$ cat config.mk
export PLATFORM = sky130hd
export DESIGN_NAME = fifo_lock_server_core_flat
export DESIGN_NICKNAME = d
export VERILOG_FILES = /design/src/flsrv_pkg.sv /design/src/flsrv_if.sv /design/src/flsrv_ram.sv /design/src/flsrv_ctrl.sv /design/src/flsrv_datapath.sv /design/src/fifo_lock_server_core.sv /design/src/flat_wrapper.sv
export SDC_FILE = /design/constraint.sdc
export NUM_CORES = 1
export LEC_CHECK = 0
export ABC_AREA = 0
export BUFFER_PORTS_ARGS = -buffer_cell sky130_fd_sc_hd__buf_2
export CAP_MARGIN = 10
export CORE_ASPECT_RATIO = 0.8
export CORE_MARGIN = 8
export CORE_UTILIZATION = 50
export DETAILED_ROUTE_END_ITERATION = 6
export GPL_TIMING_DRIVEN = 1
export PLACE_DENSITY = 0.65
export SLEW_MARGIN = 15
export SYNTH_ARGS = -nofsm -noshare
export SYNTH_HDL_FRONTEND = slang
export SYNTH_SLANG_ARGS = --single-unit
$ cat constraint.sdc
create_clock -name clock -period 4.91 [get_ports clock]
set_input_delay 0.2455 -clock clock [delete_from_list [all_inputs] [get_ports clock]]
set_output_delay 0.2455 -clock clock [all_outputs]
set_load 0.01 [all_outputs]
$ cat src/flsrv_pkg.sv
// flsrv_pkg: shared types and codes for the fifo lock server core.
// Holds field widths, status and action codes, and the controller/datapath
// command and status structs. No dependencies.
package flsrv_pkg;

   localparam int ID_W     = 6;
   localparam int STATUS_W = 3;
   localparam int ACT_W    = 3;

   localparam logic [STATUS_W-1:0] ST_GRANTED = 3'd0;
   localparam logic [STATUS_W-1:0] ST_QUEUED  = 3'd1;
   localparam logic [STATUS_W-1:0] ST_WAITING = 3'd2;
   localparam logic [STATUS_W-1:0] ST_PASSED  = 3'd3;
   localparam logic [STATUS_W-1:0] ST_FREED   = 3'd4;
   localparam logic [STATUS_W-1:0] ST_IGNORED = 3'd5;

   localparam logic [ACT_W-1:0] ACT_NONE    = 3'd0;
   localparam logic [ACT_W-1:0] ACT_GRANT   = 3'd1;
   localparam logic [ACT_W-1:0] ACT_WAITING = 3'd2;
   localparam logic [ACT_W-1:0] ACT_IGNORE  = 3'd3;
   localparam logic [ACT_W-1:0] ACT_APPEND  = 3'd4;
   localparam logic [ACT_W-1:0] ACT_FREE    = 3'd5;
   localparam logic [ACT_W-1:0] ACT_PASS    = 3'd6;
   localparam logic [ACT_W-1:0] ACT_REMOVE  = 3'd7;

   typedef struct packed {
      logic             take;
      logic             load_item;
      logic             scan_init;
      logic             scan_run;
      logic             head_read;
      logic             move_init;
      logic             move_run;
      logic             move_done;
      logic             finish;
      logic [ACT_W-1:0] act;
   } cmd_type;

   typedef struct packed {
      logic req_valid;
      logic is_lock;
      logic held;
      logic is_holder;
      logic count_zero;
      logic full;
      logic scan_hit;
      logic scan_end;
      logic move_end;
      logic rsp_free;
   } sts_type;

endpackage

$ cat src/flsrv_if.sv
// flsrv_if: valid/ready channel interfaces for lock requests and responses.
// Depends on flsrv_pkg for field widths.
interface lock_req_if;
   logic                       valid;
   logic                       ready;
   logic                       op;
   logic [flsrv_pkg::ID_W-1:0] requester;

   modport source (output valid, output op, output requester, input ready);
   modport sink   (input valid, input op, input requester, output ready);
endinterface

interface lock_rsp_if;
   logic                           valid;
   logic                           ready;
   logic                           grant_valid;
   logic [flsrv_pkg::ID_W-1:0]     grant_id;
   logic [flsrv_pkg::STATUS_W-1:0] status;

   modport source (output valid, output grant_valid, output grant_id, output status,
                   input ready);
   modport sink   (input valid, input grant_valid, input grant_id, input status,
                   output ready);
endinterface

$ cat src/flsrv_ram.sv
// flsrv_ram: generic simple dual-port RAM, one write and one registered read port.
// No dependencies.
module flsrv_ram #(
   parameter int WIDTH = 6,
   parameter int DEPTH = 64
) (
   input  logic                     clock,
   input  logic                     we,
   input  logic [$clog2(DEPTH)-1:0] waddr,
   input  logic [WIDTH-1:0]         wdata,
   input  logic [$clog2(DEPTH)-1:0] raddr,
   output logic [WIDTH-1:0]         rdata
);

   logic [WIDTH-1:0] mem_ff [DEPTH];
   logic [WIDTH-1:0] rdata_ff;

   always_ff @(posedge clock) begin
      if (we) begin
         mem_ff[waddr] <= wdata;
      end
      rdata_ff <= mem_ff[raddr];
   end

   assign rdata = rdata_ff;

endmodule

$ cat src/flsrv_ctrl.sv
// flsrv_ctrl: sequencing state machine of the lock server.
// Depends on flsrv_pkg; drives flsrv_datapath via cmd_type/sts_type.
module flsrv_ctrl (
   input  logic               clock,
   input  logic               reset,
   input  flsrv_pkg::sts_type sts,
   output flsrv_pkg::cmd_type cmd
);
   import flsrv_pkg::*;

   localparam logic [2:0] S_IDLE   = 3'd0;
   localparam logic [2:0] S_DECIDE = 3'd1;
   localparam logic [2:0] S_SCAN   = 3'd2;
   localparam logic [2:0] S_HEAD   = 3'd3;
   localparam logic [2:0] S_MOVE   = 3'd4;
   localparam logic [2:0] S_DONE   = 3'd5;

   logic [2:0] state_ff;
   logic [2:0] state_in;

   always_comb begin
      cmd      = '0;
      state_in = state_ff;
      cmd.take = (state_ff == S_IDLE);
      unique case (state_ff)
         S_IDLE: begin
            if (sts.req_valid) begin
               cmd.load_item = 1'b1;
               state_in      = S_DECIDE;
            end
         end
         S_DECIDE: begin
            if (sts.is_lock && !sts.held) begin
               cmd.act  = ACT_GRANT;
               state_in = S_DONE;
            end else if (!sts.is_lock && sts.is_holder) begin
               if (sts.count_zero) begin
                  cmd.act  = ACT_FREE;
                  state_in = S_DONE;
               end else begin
                  cmd.head_read = 1'b1;
                  state_in      = S_HEAD;
               end
            end else begin
               cmd.scan_init = 1'b1;
               state_in      = S_SCAN;
            end
         end
         S_SCAN: begin
            if (sts.scan_hit) begin
               if (sts.is_lock) begin
                  cmd.act  = ACT_WAITING;
                  state_in = S_DONE;
               end else begin
                  cmd.act       = ACT_REMOVE;
                  cmd.move_init = 1'b1;
                  state_in      = S_MOVE;
               end
            end else if (sts.scan_end) begin
               if (sts.is_lock && !sts.full) begin
                  cmd.act = ACT_APPEND;
               end else begin
                  cmd.act = ACT_IGNORE;
               end
               state_in = S_DONE;
            end else begin
               cmd.scan_run = 1'b1;
            end
         end
         S_HEAD: begin
            cmd.act       = ACT_PASS;
            cmd.move_init = 1'b1;
            state_in      = S_MOVE;
         end
         S_MOVE: begin
            if (sts.move_end) begin
               cmd.move_done = 1'b1;
               state_in      = S_DONE;
            end else begin
               cmd.move_run = 1'b1;
            end
         end
         S_DONE: begin
            if (sts.rsp_free) begin
               cmd.finish = 1'b1;
               state_in   = S_IDLE;
            end
         end
         default: state_in = S_IDLE;
      endcase
   end

   always_ff @(posedge clock) begin
      if (reset) begin
         state_ff <= S_IDLE;
      end else begin
         state_ff <= state_in;
      end
   end

endmodule

$ cat src/flsrv_datapath.sv
// flsrv_datapath: lock state, wait list RAM with search and compaction pointers,
// and the response register. Depends on flsrv_pkg, flsrv_if, flsrv_ram.
module flsrv_datapath #(
   parameter int MAX_NODES = 64
) (
   input  logic               clock,
   input  logic               reset,
   input  flsrv_pkg::cmd_type cmd,
   output flsrv_pkg::sts_type sts,
   lock_req_if.sink           req,
   lock_rsp_if.source         rsp
);
   import flsrv_pkg::*;

   localparam int CW = $clog2(MAX_NODES + 1);
   localparam int AW = $clog2(MAX_NODES);

   logic                op_ff, op_in;
   logic [ID_W-1:0]     who_ff, who_in;
   logic                held_ff, held_in;
   logic [ID_W-1:0]     holder_ff, holder_in;
   logic [CW-1:0]       count_ff, count_in;
   logic [CW-1:0]       idx_ff, idx_in;
   logic                cmp_vld_ff, cmp_vld_in;
   logic [CW-1:0]       cmp_idx_ff, cmp_idx_in;
   logic                wr_pend_ff, wr_pend_in;
   logic [AW-1:0]       wr_addr_ff, wr_addr_in;
   logic                res_grant_ff, res_grant_in;
   logic [ID_W-1:0]     res_id_ff, res_id_in;
   logic [STATUS_W-1:0] res_status_ff, res_status_in;
   logic                rsp_valid_ff, rsp_valid_in;
   logic                rsp_grant_ff, rsp_grant_in;
   logic [ID_W-1:0]     rsp_id_ff, rsp_id_in;
   logic [STATUS_W-1:0] rsp_status_ff, rsp_status_in;

   logic                ram_we;
   logic [AW-1:0]       ram_waddr;
   logic [ID_W-1:0]     ram_wdata;
   logic [AW-1:0]       ram_raddr;
   logic [ID_W-1:0]     ram_rdata;
   logic                idx_lt;
   logic                appending;

   assign idx_lt    = (idx_ff < count_ff);
   assign appending = (cmd.act == ACT_APPEND);

   assign ram_we    = wr_pend_ff || appending;
   assign ram_waddr = appending ? count_ff[AW-1:0] : wr_addr_ff;
   assign ram_wdata = appending ? who_ff : ram_rdata;
   assign ram_raddr = cmd.head_read ? '0 : idx_ff[AW-1:0];

   flsrv_ram #(
      .WIDTH (ID_W),
      .DEPTH (MAX_NODES)
   ) u_wait_ram (
      .clock (clock),
      .we    (ram_we),
      .waddr (ram_waddr),
      .wdata (ram_wdata),
      .raddr (ram_raddr),
      .rdata (ram_rdata)
   );

   always_comb begin
      op_in         = op_ff;
      who_in        = who_ff;
      held_in       = held_ff;
      holder_in     = holder_ff;
      count_in      = count_ff;
      idx_in        = idx_ff;
      cmp_vld_in    = cmp_vld_ff;
      cmp_idx_in    = cmp_idx_ff;
      wr_pend_in    = wr_pend_ff;
      wr_addr_in    = wr_addr_ff;
      res_grant_in  = res_grant_ff;
      res_id_in     = res_id_ff;
      res_status_in = res_status_ff;
      rsp_valid_in  = rsp_valid_ff;
      rsp_grant_in  = rsp_grant_ff;
      rsp_id_in     = rsp_id_ff;
      rsp_status_in = rsp_status_ff;

      if (cmd.load_item) begin
         op_in  = req.op;
         who_in = req.requester;
      end
      if (cmd.scan_init) begin
         idx_in     = '0;
         cmp_vld_in = 1'b0;
      end
      if (cmd.scan_run) begin
         cmp_vld_in = idx_lt;
         cmp_idx_in = idx_ff;
         if (idx_lt) begin
            idx_in = idx_ff + CW'(1);
         end
      end
      if (cmd.move_init) begin
         idx_in     = (cmd.act == ACT_PASS) ? CW'(1) : cmp_idx_ff + CW'(1);
         wr_pend_in = 1'b0;
      end
      if (cmd.move_run) begin
         // beat read at idx lands one slot lower next cycle
         wr_pend_in = idx_lt;
         wr_addr_in = idx_ff[AW-1:0] - AW'(1);
         if (idx_lt) begin
            idx_in = idx_ff + CW'(1);
         end
      end
      if (cmd.move_done) begin
         count_in = count_ff - CW'(1);
      end

      unique case (cmd.act) inside
         ACT_GRANT: begin
            held_in       = 1'b1;
            holder_in     = who_ff;
            res_grant_in  = 1'b1;
            res_id_in     = who_ff;
            res_status_in = ST_GRANTED;
         end
         ACT_WAITING: begin
            res_grant_in  = 1'b0;
            res_id_in     = '0;
            res_status_in = ST_WAITING;
         end
         ACT_IGNORE, ACT_REMOVE: begin
            res_grant_in  = 1'b0;
            res_id_in     = '0;
            res_status_in = ST_IGNORED;
         end
         ACT_APPEND: begin
            count_in      = count_ff + CW'(1);
            res_grant_in  = 1'b0;
            res_id_in     = '0;
            res_status_in = ST_QUEUED;
         end
         ACT_FREE: begin
            held_in       = 1'b0;
            holder_in     = '0;
            res_grant_in  = 1'b0;
            res_id_in     = '0;
            res_status_in = ST_FREED;
         end
         ACT_PASS: begin
            holder_in     = ram_rdata;
            res_grant_in  = 1'b1;
            res_id_in     = ram_rdata;
            res_status_in = ST_PASSED;
         end
         default: ;
      endcase

      if (cmd.finish) begin
         rsp_valid_in  = 1'b1;
         rsp_grant_in  = res_grant_ff;
         rsp_id_in     = res_id_ff;
         rsp_status_in = res_status_ff;
      end else if (rsp.ready) begin
         rsp_valid_in = 1'b0;
      end
   end

   always_ff @(posedge clock) begin
      if (reset) begin
         held_ff      <= 1'b0;
         holder_ff    <= '0;
         count_ff     <= '0;
         cmp_vld_ff   <= 1'b0;
         wr_pend_ff   <= 1'b0;
         rsp_valid_ff <= 1'b0;
      end else begin
         held_ff      <= held_in;
         holder_ff    <= holder_in;
         count_ff     <= count_in;
         cmp_vld_ff   <= cmp_vld_in;
         wr_pend_ff   <= wr_pend_in;
         rsp_valid_ff <= rsp_valid_in;
      end
   end

   always_ff @(posedge clock) begin
      op_ff         <= op_in;
      who_ff        <= who_in;
      idx_ff        <= idx_in;
      cmp_idx_ff    <= cmp_idx_in;
      wr_addr_ff    <= wr_addr_in;
      res_grant_ff  <= res_grant_in;
      res_id_ff     <= res_id_in;
      res_status_ff <= res_status_in;
      rsp_grant_ff  <= rsp_grant_in;
      rsp_id_ff     <= rsp_id_in;
      rsp_status_ff <= rsp_status_in;
   end

   assign req.ready       = cmd.take;
   assign rsp.valid       = rsp_valid_ff;
   assign rsp.grant_valid = rsp_grant_ff;
   assign rsp.grant_id    = rsp_id_ff;
   assign rsp.status      = rsp_status_ff;

   assign sts.req_valid  = req.valid;
   assign sts.is_lock    = !op_ff;
   assign sts.held       = held_ff;
   assign sts.is_holder  = held_ff && (who_ff == holder_ff);
   assign sts.count_zero = (count_ff == '0);
   assign sts.full       = (count_ff == CW'(MAX_NODES));
   assign sts.scan_hit   = cmp_vld_ff && (ram_rdata == who_ff);
   assign sts.scan_end   = !idx_lt && !cmp_vld_ff;
   assign sts.move_end   = !idx_lt && !wr_pend_ff;
   assign sts.rsp_free   = !rsp_valid_ff || rsp.ready;

   a_count_bound: assert property (@(posedge clock) disable iff (reset)
      count_ff <= CW'(MAX_NODES))
      else $error("wait count above capacity");

   a_free_no_holder: assert property (@(posedge clock) disable iff (reset)
      !held_ff |-> (holder_ff == '0))
      else $error("free lock with nonzero holder");

   a_move_in_range: assert property (@(posedge clock) disable iff (reset)
      wr_pend_ff |-> ((CW'(wr_addr_ff) + CW'(1)) < count_ff))
      else $error("compaction write outside list");

   a_grant_free: assert property (@(posedge clock) disable iff (reset)
      (cmd.act == ACT_GRANT) |-> !held_ff)
      else $error("direct grant while lock held");

   a_finish_shows: assert property (@(posedge clock) disable iff (reset)
      cmd.finish |=> rsp_valid_ff)
      else $error("finished result not presented");

endmodule

$ cat src/fifo_lock_server_core.sv
// fifo_lock_server_core: top level of the central lock server with FIFO wait list.
// Depends on flsrv_pkg, flsrv_if, flsrv_ctrl, flsrv_datapath (with flsrv_ram).
//
//   channel   dir   payload                               handshake
//   req_bus   in    op, requester                         valid/ready
//   rsp_bus   out   grant_valid, grant_id, status         valid/ready
//
// One item at a time: a new req_bus beat is taken only once the previous item has
// finished. Lock grants and plain releases decide without touching the wait list; other
// items scan it, and pass-on and waiter removal compact it (one wait-list RAM read per cycle).
// Synchronous reset empties the list at once (count only); no clearing pass.
// A result waiting on rsp_bus does not block the next req_bus beat; it holds only
// the finish of that next item.
module fifo_lock_server_core #(
   parameter int MAX_NODES = 64
) (
   input logic        clock,
   input logic        reset,
   lock_req_if.sink   req_bus,
   lock_rsp_if.source rsp_bus
);
   import flsrv_pkg::*;

   cmd_type cmd;
   sts_type sts;

   flsrv_ctrl u_ctrl (
      .clock (clock),
      .reset (reset),
      .sts   (sts),
      .cmd   (cmd)
   );

   flsrv_datapath #(
      .MAX_NODES (MAX_NODES)
   ) u_datapath (
      .clock (clock),
      .reset (reset),
      .cmd   (cmd),
      .sts   (sts),
      .req   (req_bus),
      .rsp   (rsp_bus)
   );

endmodule
$ cat src/flat_wrapper.sv
// flat-port wrapper written by rule: the top's interface ports become plain ports
module fifo_lock_server_core_flat import flsrv_pkg::*;
#(
   parameter int MAX_NODES = 64
)
  (clock, reset, req_bus_valid, req_bus_op, req_bus_requester, req_bus_ready, rsp_bus_valid, rsp_bus_grant_valid, rsp_bus_grant_id, rsp_bus_status, rsp_bus_ready);
  lock_req_if req_bus_i ();
  lock_rsp_if rsp_bus_i ();
  input logic clock;
  input logic reset;
  input wire logic [$bits(req_bus_i.valid)-1:0] req_bus_valid;
  input wire logic [$bits(req_bus_i.op)-1:0] req_bus_op;
  input wire logic [$bits(req_bus_i.requester)-1:0] req_bus_requester;
  output wire logic [$bits(req_bus_i.ready)-1:0] req_bus_ready;
  output wire logic [$bits(rsp_bus_i.valid)-1:0] rsp_bus_valid;
  output wire logic [$bits(rsp_bus_i.grant_valid)-1:0] rsp_bus_grant_valid;
  output wire logic [$bits(rsp_bus_i.grant_id)-1:0] rsp_bus_grant_id;
  output wire logic [$bits(rsp_bus_i.status)-1:0] rsp_bus_status;
  input wire logic [$bits(rsp_bus_i.ready)-1:0] rsp_bus_ready;
  assign req_bus_i.valid = req_bus_valid;
  assign req_bus_i.op = req_bus_op;
  assign req_bus_i.requester = req_bus_requester;
  assign req_bus_ready = req_bus_i.ready;
  assign rsp_bus_valid = rsp_bus_i.valid;
  assign rsp_bus_grant_valid = rsp_bus_i.grant_valid;
  assign rsp_bus_grant_id = rsp_bus_i.grant_id;
  assign rsp_bus_status = rsp_bus_i.status;
  assign rsp_bus_i.ready = rsp_bus_ready;
  fifo_lock_server_core #(.MAX_NODES(MAX_NODES)) u_core (.clock(clock), .reset(reset), .req_bus(req_bus_i), .rsp_bus(rsp_bus_i));
endmodule
==> results of run 1 <==
[report_power, final]
group	internal [µW]	total (µW)	leakage [µW]	switching [µW]
combinational	1330	4260	0.00251	2930
clock	1920	3360	0.000686	1440
sequential	5140	5390	0.00410	254
total	8390	13000	0.00730	4620
[worst min-delay path by stage]
stage	start	end
6_report	reset	u_core.u_datapath.holder_ff[1]
5_1_grt	reset	u_core.u_datapath.holder_ff[1]
4_1_cts	reset	u_core.u_datapath.holder_ff[1]
3_5_place_dp	u_core.u_datapath.res_status_ff[1]	u_core.u_datapath.rsp.status[1]
3_3_place_gp	u_core.u_datapath.res_id_ff[4]	u_core.u_datapath.rsp.grant_id[4]
2_1_floorplan	req_bus_op	u_core.u_datapath.op_ff
[critical path, delay by kind of cell, from the launching register on]
| kind | cells | cell delay [ps] |
|---|---|---|
| AO/OA/AOI/OAI | 5 | 2430 |
| AND/OR/NAND/NOR | 2 | 700 |
| flip-flops | 1 | 480 |
| adder cells (fa/ha/maj) | 1 | 330 |
| buffers and inverters | 1 | 200 |
[stage by stage]
stage / worst slack (ps) / instance area (µm²)
5_1_grt: 99.8 / 22700
3_5_place_dp: 482 / 21200
6_report: 393 / 22700
2_1_floorplan: 715 / 20100
3_3_place_gp: 738 / 21200
4_1_cts: 404 / 22700
[cell type report]
| class | count | area share [%] |
|---|---|---|
| Clock buffer | 53 | 5.00 |
| Clock inverter | 26 | 1.21 |
| Inverter | 24 | 0.397 |
| Multi-Input combinational cell | 864 | 28.0 |
| Sequential cell | 457 | 59.1 |
| Tap cell | 536 | 2.96 |
| Timing Repair Buffer | 107 | 3.38 |
[kinds of logic after synthesis]
group                    Yosys count  share of synthesized area [%]
flip-flops                       457                           66.5
AO/OA/AOI/OAI                    406                           13.8
AND/OR/NAND/NOR                  297                           7.00
multiplexers                     121                           8.40
buffers and inverters            108                           2.24
XOR/XNOR                          25                           1.09
adder cells (fa/ha/maj)           15                          0.969
[sequential cells by signal, summed over array words and instances (netlist names)]
register / flops
u_core.u_datapath.u_wait_ram.mem_ff: 384
u_core.u_datapath.cmp_idx_ff: 7
u_core.u_datapath.held_ff: 1
u_core.u_datapath.wr_pend_ff: 1
u_core.u_datapath.u_wait_ram.rdata: 6
u_core.u_datapath.count_ff: 7
u_core.u_datapath.op_ff: 1
u_core.u_ctrl.state_ff: 3
u_core.u_datapath.cmp_vld_ff: 1
u_core.u_datapath.rsp.status: 3
u_core.u_datapath.rsp.grant_id: 6
u_core.u_datapath.idx_ff: 7
u_core.u_datapath.who_ff: 6
u_core.u_datapath.wr_addr_ff: 6
u_core.u_datapath.res_status_ff: 3
u_core.u_datapath.rsp.grant_valid: 1
u_core.u_datapath.res_id_ff: 6
u_core.u_datapath.holder_ff: 6
u_core.u_datapath.rsp.valid: 1
u_core.u_datapath.res_grant_ff: 1
[routing by layer]
metal	routed length, µm	track usage, %	part of all wire [%]	up-vias
li1	-	-	-	5850
met1	23900	34.5	44	6559
met2	23700	33.2	44	720
met3	5300	4.70	9.7	109
met4	1470	7.07	2.7	0
met5	0	0	0	-
[layout by cell type, fill, tap and decap left out, types with 14 or more instances in the layout]
cell,n
edfxtp_1,424
nor2_1,103
a21oi_1,93
buf_4,78
a22oi_1,72
nand2_1,66
mux2i_1,61
o21ai_0,56
clkbuf_16,44
mux4_2,36
nand3_1,32
o22ai_1,31
dfxtp_1,31
inv_1,24
mux2_2,23
buf_2,22
nor3_1,20
a211oi_1,19
a22o_1,18
xnor2_1,16
o21ai_1,14
nand4_1,14
o311ai_0,14
ha_1,14
[repair_timing]
item / in CTS / in global routing
endpoints found under the hold margin: 7 / 0
gates resized for setup: 0 / 1
setup endpoints to repair: 0 / 6
hold buffers: 7 / 0
==> impl_metrics.ini, run 1 <==
[run_status]
status = finished clean

[timing]
rsz0062_at_grt = no
skew_ps = 21.5
finalSetupViolCount = 0
whs_ps = 171
hold_viol = 0
tightest_slew_ps = 1190
fmax_mhz = 221
fin_crit_sh_pct = 92.0
drv_slew = 0
max_slew_margin_pct = 20.2
period_minus_slack_ps = 4520
setup_tns_ps = 0

[global_route]
grt_pass1_vias = 12694
grt_antenna_before_repair = 0
overflow = 0
grt_pass1_wl_mm = 81.9
grt_max_degree = 65
grtUsageTotal_pct = 23.0

[floorplanning]
num_rows = 65
die_area_mm2 = 0.0470
start_util_pct = 50.9
die_w_um = 240
core_mm2 = 0.0396
io-pin-count = 23
dieHeight_um = 196

[drt]
wl_per_cell_um = 26.3
drt_iter0_drc = 1827
drc = 0
drtPass1Iterations = 6
vias = 13238
wl_mm = 54.4
vias_per_cell = 6.40
final_antenna_net_count = 0

[worst_setup_path]
cp_data_arrival_time_ps = 4720
r2r-start = u_core.u_datapath.count_ff[5]
start_kind = flip-flop
crit_required_ps = 5110
critPathSlowestCell = o211a_1
cp_max_fo = 26
reg2reg_to = u_core.u_datapath.u_wait_ram.mem_ff[24][0]
max_stage_delay_ps = 760
critPathKind = reg -> reg
r2r_cells = 9
cp-endpoint = u_core.u_datapath.u_wait_ram.mem_ff[24][0]
worst_setup_path_end_kind = flip-flop
critPathLaunch = u_core.u_datapath.count_ff[5]
path_cells = inv_1 > ha_1 > and2_0 > a221o_1 > a41o_1 > a31oi_1 > o211a_1 > nand3_1 > a22oi_1
r2r_slack_ps = 390

[logic_synthesis]
yosysMostFrequentCell = edfxtp_1
synth_seq_area_share_pct = 66.5
netlist_area_mm2 = 0.0201
synthDominantCellAreaShare_pct = 63.2
ys_warn_count = 0
ys_ff_latch = 457
synth_area_leader_cell = edfxtp_1
synthArstFlopShare_pct = 0
synth_cells = 1429
yosys-top-cells-area = edfxtp_1 (63%), mux4_2 (4.0%), dfxtp_1 (3.3%), mux2i_1 (3.0%), a22oi_1 (2.7%)
synth_fp_nets = 1455
syn_area_per_cell_um2 = 14.1
synth-main-ff-cell = edfxtp_1
synth_commonest_cells = edfxtp_1 (424), nor2_1 (103), a21oi_1 (93), a22oi_1 (73), nand2_1 (66)
synth_edf_count = 424
yosysUniqueCellTypes = 67

[clock_tree]
clock-sinks = 457
clkLatencyLatePin_ps = 570
cts_setup_buffers = 0
cts_max_level = 2
tritoncts = built
clk_path_buf_depth = 3
clk_pin_slew_ps = 70
cts_root_buf = clkbuf_16
cts_inserted_buffers = 44

[flow_run]
maxCapViolations = 0

[final_layout]
syn_to_final_growth_pct = 12.6
nets = 1524
regArea_mm2 = 0.0134
final_util_pct = 57.3
antennaDiodeCount = 0
multi_input_area_mm2 = 0.00635
fin_cells = 2067
drive_gt1_share_pct = 15.9
fillCellCount = 3115

[placement]
routabilityCongestion = 0.888
dp.cells = 1981
dp_hpwl_mm = 34.4
numPortBuffers = 22

[pwr]
power.density_mw_per_mm2 = 573
p_leak_uw = 0.00730
ir_drop_mv = 0.385
total_power_uw = 13000

[min_path]
hold_path.class = in -> reg
hold_path_depth = 2
(Power assumes the default switching activity.)
==> run 2: changes to the inputs <==
Settings changed: SETUP_SLACK_MARGIN set to 0.5.
==> impl_metrics.ini, run 2 (synthesis results as in run 1) <==
[clock_tree]
tritoncts = built
clk_path_buf_depth = 3
cts_root_buf = clkbuf_16
clkLatencyLatePin_ps = 570
clock-sinks = 457
cts_inserted_buffers = 44
cts_max_level = 2
cts_setup_buffers = 0
clk_pin_slew_ps = 70

[final_layout]
nets = 1524
antennaDiodeCount = 0
syn_to_final_growth_pct = 12.7
drive_gt1_share_pct = 16.5
final_common_cell = edfxtp_1
top_register = u_core.u_datapath.u_wait_ram.mem_ff
largest_reg_flops = 384
layout_common_cells = edfxtp_1 (424), nor2_1 (103), a21oi_1 (93), buf_4 (78), a22oi_1 (72)
fin_area_mm2 = 0.0227
final_util_pct = 57.3

[drt]
wl_per_cell_um = 26.4
vias_per_cell = 6.46
drtPass1Iterations = 5
wl_mm = 54.5
drc = 0
drt_iter0_drc = 1810
vias = 13359
final_antenna_net_count = 0

[timing]
period_minus_slack_ps = 4100
fmax_mhz = 244
finalWorstSetupSlack_ps = 805
drv_slew = 0
fin_crit_sh_pct = 83.6
setup_tns_ps = 0
finalSetupViolCount = 0
rsz0062_at_grt = no
hold_viol = 0
skew_ps = 21.0
max_slew_margin_pct = 13.9
tightest_slew_ps = 1280

[global_route]
grt_max_degree = 65
grt_pass1_wl_mm = 81.9
overflow = 0
grtUsageTotal_pct = 23.0
grt_pass1_vias = 12700
grt_antenna_before_repair = 0

[worst_setup_path]
critPathKind = reg -> reg
r2r-start = u_core.u_datapath.count_ff[5]
cp_max_fo = 7
cp_data_arrival_time_ps = 4560
start_kind = flip-flop
worst_setup_path_end_kind = flip-flop
critPathLaunch = u_core.u_datapath.count_ff[5]
crit_required_ps = 5370

[pwr]
p_seq_share_pct = 41.4
p_leak_uw = 0.00731
power_switching_uw = 4650
ir_drop_mv = 0.385
power.density_mw_per_mm2 = 575
p_clk_share_pct = 25.8
switching_share_pct = 35.7
internal_power_uw = 8400
pwr-share-comb_pct = 32.8

[floorplanning]
num_rows = 65
die_area_mm2 = 0.0470
die_w_um = 240
core_mm2 = 0.0396
dieHeight_um = 196
io-pin-count = 23
start_util_pct = 50.9

[placement]
post-place-ws_ps = 482
place_area_mm2 = 0.0212
numPortBuffers = 22
dp_hpwl_mm = 34.4
routabilityCongestion = 0.888

[flow_run]
maxCapViolations = 0

[min_path]
hold_path.class = in -> reg
worstHoldStart = reset

[run_status]
status = finished clean
run 2: what timing repair did:
action / CTS / global route
endpoints found under the setup margin: 6 / 372
gates resized for setup: 1 / 9
endpoints found under the hold margin: 7 / 0
hold buffers: 7 / 0
pin swaps: 0 / 1
run 2: power by group through the flow:
| stage | Combinational (µW) | Clock, µW | Sequential [µW] |
|---|---|---|---|
| 4_1_cts | 4190 | 3410 | 5380 |
| 3_3_place_gp | 4140 | 0 | 5460 |
| 3_5_place_dp | 4180 | 0 | 5460 |
| 5_1_grt | 4580 | 3550 | 5420 |
| 6_report | 4280 | 3370 | 5400 |
| 2_1_floorplan | 2760 | 0 | 5330 |
run 2: critical path, stage by stage (launching register included):
cell	delay, ps
dfxtp_2	410
inv_1	150
ha_1	320
and2_0	180
a221o_1	330
a41o_1	310
a31oi_4	240
o211ai_1	150
nor2_2	280
inv_1	160
ha_1	290
a21o_1	170
a21oi_1	200
o21ai_0	110
a21oi_1	190
xor2_1	170
nor2_1	50
mux2_2	270
run 2: area by class of cell:
cell class                 count  area [µm²]
timing repair buffer         107         766
inverter                      24        90.1
clock buffer                  53        1130
clock inverter                26         274
sequential                   457       13400
tap                          536         671
multi-input combinational    864        6360
fill                        3113       16900
run 2: final timing paths:
check | endpoint | cells past startpoint | slack (ps)
max | u_core.u_datapath.count_ff[5] | 17 | 810
min | u_core.u_datapath.holder_ff[4] | 2 | 160
max reg2reg | u_core.u_datapath.count_ff[5] | 17 | 810
min reg2reg | u_core.u_datapath.rsp.status[1] | 0 | 420
run 2: metal layers:
| metal | vias up | routed length (µm) | track usage (%) |
|---|---|---|---|
| met5 | - | 0 | 0 |
| met3 | 108 | 5300 | 4.70 |
| met2 | 740 | 23800 | 33.2 |
| met1 | 6660 | 24000 | 34.5 |
| met4 | 0 | 1430 | 7.07 |
| li1 | 5851 | - | - |
run 2: stage by stage:
| step | total power, µW | hold slack, ps | std cells |
|---|---|---|---|
| 4_1_cts | 13000 | 143 | 2067 |
| 3_3_place_gp | 9610 | 405 | 1981 |
| 5_1_grt | 13500 | 187 | 2067 |
| 3_5_place_dp | 9640 | 405 | 1981 |
| 6_report | 13000 | 161 | 2067 |
| 2_1_floorplan | 8090 | 344 | 1429 |
